**src/hw/rtl/tli_pkg.sv**
```systemverilog
// Shared types, codes and widths of the table linear interpolator.
`timescale 1ns / 1ps

package tli_pkg;

    // Widths fixed by the request fields.
    localparam int VAL_W     = 32;              // Q16.16 abscissa and ordinate
    localparam int IDX_W     = 9;               // entry_index field
    localparam int CNT_W     = 10;              // table_count register
    localparam int PROD_W    = 2 * VAL_W;       // product of two magnitudes
    localparam int TDATA_W   = 80;              // index, x, y padded to bytes
    localparam int TABLE_DEPTH_DEF = 512;

    // Request kinds carried on tuser.
    localparam logic OP_LOAD  = 1'b0;
    localparam logic OP_QUERY = 1'b1;

    // Status of the shared divider.
    typedef struct packed {
        logic busy;
        logic done;
    } div_status_t;

endpackage

```
**src/hw/rtl/tli_div.sv**
```systemverilog
// Restoring unsigned divider that produces one quotient bit per cycle.
`timescale 1ns / 1ps

module tli_div #(
    parameter int DW = tli_pkg::PROD_W,
    parameter int VW = tli_pkg::VAL_W,
    localparam int CW = $clog2(DW) + 1
) (
    input  logic                 clk,
    input  logic                 rst_n,
    input  logic                 start,
    input  logic [DW-1:0]        dividend,
    input  logic [VW-1:0]        divisor,
    output logic [DW-1:0]        quotient,
    output tli_pkg::div_status_t status
);

    logic [DW-1:0] quo_reg;
    logic [VW-1:0] rem_reg;
    logic [VW-1:0] den_reg;
    logic [CW-1:0] cnt_reg;
    logic          busy_reg;
    logic          done_reg;

    logic [VW:0]   shifted;
    logic [VW:0]   diff;
    logic          fits;

    // The remainder stays below the divisor, so the shifted value needs one bit more.
    assign shifted = {rem_reg, quo_reg[DW-1]};
    assign diff    = shifted - {1'b0, den_reg};
    assign fits    = (shifted >= {1'b0, den_reg});

    always_ff @(posedge clk or negedge rst_n)
    begin
        if (!rst_n)
        begin
            busy_reg <= 1'b0;
            done_reg <= 1'b0;
            cnt_reg  <= '0;
        end
        else
        begin
            // Done pulses for one cycle after the last quotient bit is shifted in.
            done_reg <= busy_reg && !start && (cnt_reg == CW'(1));
            if (start)
            begin
                busy_reg <= 1'b1;
                cnt_reg  <= CW'(DW);
            end
            else if (busy_reg)
            begin
                cnt_reg <= cnt_reg - CW'(1);
                if (cnt_reg == CW'(1))
                begin
                    busy_reg <= 1'b0;
                end
            end
        end
    end

    always_ff @(posedge clk)
    begin
        if (start)
        begin
            quo_reg <= dividend;
            rem_reg <= '0;
            den_reg <= divisor;
        end
        else if (busy_reg)
        begin
            quo_reg <= {quo_reg[DW-2:0], fits};
            rem_reg <= fits ? diff[VW-1:0] : shifted[VW-1:0];
        end
    end

    assign quotient    = quo_reg;
    assign status.busy = busy_reg;
    assign status.done = done_reg;

endmodule

```
**config.mk**
```make
export PLATFORM = sky130hd
export DESIGN_NAME = tli_div
export DESIGN_NICKNAME = d
export VERILOG_FILES = /design/src/hw/rtl/tli_pkg.sv /design/src/hw/rtl/tli_div.sv
export SDC_FILE = /design/constraint.sdc
export NUM_CORES = 1
export LEC_CHECK = 0
export BUFFER_PORTS_ARGS = -buffer_cell sky130_fd_sc_hd__buf_2
export CAP_MARGIN = 5
export CORE_MARGIN = 10
export CORE_UTILIZATION = 50
export DETAILED_ROUTE_END_ITERATION = 8
export PLACE_DENSITY = 0.83
export SYNTH_ARGS = -nofsm -noshare
export SYNTH_HDL_FRONTEND = slang
export SYNTH_SLANG_ARGS = --single-unit
```
**constraint.sdc**
```tcl
create_clock -name clk -period 2.65 [get_ports clk]
set_input_delay 0.53 -clock clk [delete_from_list [all_inputs] [get_ports clk]]
set_output_delay 0.53 -clock clk [all_outputs]
set_load 0.02 [all_outputs]
```
==> impl_summary.md <==
Clocking
The cell sitting at the root of the clock tree is a sky130_fd_sc_hd__clkbuf_16. The number of buffers created by CTS is 17. Clock latency on the worst-skew pair, taken at its later pin, is 0.43 ns. The clock tree from TritonCTS is built. For this design, the sink count on the clock tree is 137. Clock-pin slew was measured on the worst setup and hold paths at 0.07 ns. The CTS H-tree depth is 4. The clock passes through at most 2 buffers.

Timing
Setup slack on the critical path of the routed design comes to -0.0590 ns. The final count of pins violating max slew was 0. The minimum period implied by the final worst setup slack is 2.71 ns.

The worst path uses 102% of the clock period. For this run, the top clock speed supported by timing is approximately 370 MHz. The headroom to the max-slew limit is 65.5%.

Setup violations remaining at the end of the flow were counted as 28. The final hold violation count was 0. For the pin with the worst max-slew slack, the measured transition is 0.511 ns.

Setup repair after global routing could not meet its margin everywhere. For the final database, setup skew stands at 0.0103 ns.

Logic synthesis
The count of different cell masters after synthesis is 62. Counting instances in the post-synthesis netlist gives the leading cell types as 96 x sky130_fd_sc_hd__edfxtp_1, 65 x sky130_fd_sc_hd__nand2_1, 64 x sky130_fd_sc_hd__mux2_2, 46 x sky130_fd_sc_hd__nor2_1, 42 x sky130_fd_sc_hd__inv_1. The share of async-settable or async-resettable flops after synthesis is between 6 and 7%. After synthesis the cells add up to 7400 µm². When the netlist entered floorplanning its net count stood at 792. The number of enable-type register cells in the synthesized netlist is 96. The synthesis-stage register bit count is roughly 140. The most used flip-flop cell after synthesis is sky130_fd_sc_hd__edfxtp_1. By area the synthesized netlist is led by sky130_fd_sc_hd__edfxtp_1 39%, sky130_fd_sc_hd__mux2_2 9.7%, sky130_fd_sc_hd__dfxtp_1 8.7%, sky130_fd_sc_hd__ha_1 5.8%, sky130_fd_sc_hd__nand2_1 3.3%. The sequential fraction of the synthesis area is 50.7%. Synthesis produced a netlist whose cell count is 658. The top cell type's share of synthesized area is 39.0%. The most frequently used cell type in the post-synthesis netlist is sky130_fd_sc_hd__edfxtp_1. A synthesized cell averages 11.2 µm². The warning count from the yosys run is 0. The most area-hungry cell type in the Yosys netlist is sky130_fd_sc_hd__edfxtp_1.

Drt
The detail route stage leaves a number of antenna-violating nets equal to 0. The detailed-routing iteration count for the pre-antenna-repair pass is 5. The post-detailed-route via-to-cell ratio is 5.52. The final layout contains routed wiring with a total length of 20100 µm. The DRC violations left is 0. The violation count after the first detailed-route iteration is 378. Dividing the detail-routed wire length by the instance count gives 18.4 µm. For this block, the via count after detailed routing is 6015.

Pwr
The total power is about 6.5 mW. The cell leakage power is around 4.3 nW. The ratio of total power to cell area is 671 nW/µm². The maximum ir drop on the vdd rail is 0.484 mV.

Hold path
The tightest min-delay check is of the in -> reg type.

Placement
The count of buffers inserted at the top-level ports is 164. The half-perimeter wire length after placement is 15000 µm. The cell area reported after detailed placement is about 9000 µm². The final estimated routing congestion in global placement is 0.946. Before CTS, the worst setup slack after placement is -0.227 ns.

Finish
0 antenna diodes ended up in the layout. The sequential cells in the finished layout cover a total of 3750 µm². The count of fill cells added during filler insertion is 1135. Cells with a size suffix above 1 make up 44.9% of the layout.

The total area of multi-input combinational cells is between 3000 and 4000 µm². The growth of design area from synthesis to finish is 31.8%. The finished cells cover 9750 µm².

After the last flow step, the layout net total stands at between 1000 and 1500. The register with the most flip-flops in the layout has 64 of them.

Floorplan
After floorplanning, the core was divided into 44 placement rows. During I/O placement, the number of pins put on the boundary was 165. The floorplan step defined a die boundary enclosing 20100 µm². For this configuration, the core starts out at a cell density of approximately 51%. The core outline area is around 15000 µm². In this run the vertical extent of the chip is about 140 µm.

The die is approximately 140 µm wide.

Worst setup path
The required time of the worst setup path is 2.95 ns. The critical-path maximum fanout is 7. The worst setup path is captured at a flip-flop. The kind of start point of the critical path is a flip-flop. The arrival time of the worst setup path is roughly 3 ns.

The setup path with the least slack is of type reg -> reg.

Status
The run finished, with violations left. The checks that failed: negative setup slack.

Global route
Entering global routing, the biggest net connects 51 pins. The via count of the first global-routing pass is 6212. The initial antenna violation count was 3. The global-route total usage across every layer is between 10% and 20%.

The first global-routing pass estimated 32000 µm of wire. The total overflow reported by the global router is 0.

Flow run
Across the run, the number of max-cap violations was 0.
-- worst max-delay path, cell delays in order, from the launching register on --
cell	delay [ns]
sky130_fd_sc_hd__edfxtp_1	0.37
sky130_fd_sc_hd__inv_2	0.08
sky130_fd_sc_hd__ha_4	0.20
sky130_fd_sc_hd__a21o_1	0.17
sky130_fd_sc_hd__a21o_1	0.15
sky130_fd_sc_hd__a211o_1	0.26
sky130_fd_sc_hd__a41o_1	0.22
sky130_fd_sc_hd__or3_4	0.37
sky130_fd_sc_hd__nor3_4	0.15
sky130_fd_sc_hd__buf_6	0.16
sky130_fd_sc_hd__nor2_4	0.06
sky130_fd_sc_hd__buf_6	0.14
sky130_fd_sc_hd__mux2i_1	0.16
sky130_fd_sc_hd__o21ai_1	0.08
-- per-stage QoR --
step / setup TNS, ns / hold slack, ns / utilization [%] / std cells
after global routing: -4.67 / 0.256 / 67.1 / 1090
after floorplan: -2.24 / 0.234 / - / 658
after detailed placement: -4.63 / 0.393 / 61.8 / 1055
after CTS: -1.06 / 0.253 / 66.4 / 1090
after global placement: -3.13 / 0.388 / 61.8 / 1055
final: -0.850 / 0.270 / 67.1 / 1090
-- cell type report --
class	count	share of cell area, %
Clock buffer	18	4.40
Clock inverter	14	1.41
Inverter	42	1.66
Multi-Input combinational cell	447	36.3
Sequential cell	137	38.5
Tap cell	184	2.36
Timing Repair Buffer	248	15.4
-- routing by layer --
metal	wire length, µm	global-route usage, %	up-vias
met5	24	0	-
met3	2260	10.3	36
met2	9570	32.0	249
met1	7890	22.3	2836
li1	-	-	2890
met4	329	6.78	4
-- logic make-up after synthesis --
| group | synth area share, % |
|---|---|
| AOI/OAI and AO/OA | 13.6 |
| xor gates and xnor gates | 3.67 |
| adders and majority gates | 6.02 |
| buffers and inverters | 4.25 |
| DFF | 50.7 |
| muxes | 10.4 |
| and+or+nand+nor | 11.3 |
-- placed cells by master, fill, tap and decap left out, types with 25 or more instances in the layout --
cell type / count
sky130_fd_sc_hd__buf_2: 163
sky130_fd_sc_hd__edfxtp_1: 96
sky130_fd_sc_hd__buf_4: 77
sky130_fd_sc_hd__mux2_2: 63
sky130_fd_sc_hd__nand2_1: 54
sky130_fd_sc_hd__nor2_1: 46
sky130_fd_sc_hd__inv_1: 39
sky130_fd_sc_hd__ha_1: 32
sky130_fd_sc_hd__dfxtp_1: 32
sky130_fd_sc_hd__a21oi_1: 25
-- worst paths after layout --
check,from,slack (ns),depth (start not counted),endpoint
worst max-delay path,den_reg[29],-0.06,13,rem_reg[26]
worst min-delay path,divisor[10],0.27,1,den_reg[10]
worst max register to register,den_reg[29],-0.06,13,rem_reg[26]
worst min register to register,rem_reg[18],0.48,2,rem_reg[18]
max in group asynchronous,rst_n,1.97,2,busy_reg
min in group asynchronous,rst_n,0.48,2,cnt_reg[1]
-- power breakdown --
part / internal (mW) / total (mW) / switching [mW]
Sequential: 2.58 / 2.74 / 0.157
Clock: 1.31 / 2.32 / 1.01
Combinational: 0.672 / 1.49 / 0.813
-- repair_timing --
item | CTS | global route
hold buffers | 1 | 0
setup buffers | 1 | 0
pin swaps | 6 | 8
setup endpoints to repair | 33 | 33
cloned | 1 | 0
resized for setup | 28 | 22
hold endpoints to repair | 9 | 0
Note: power is estimated with default switching activity, not from simulation.
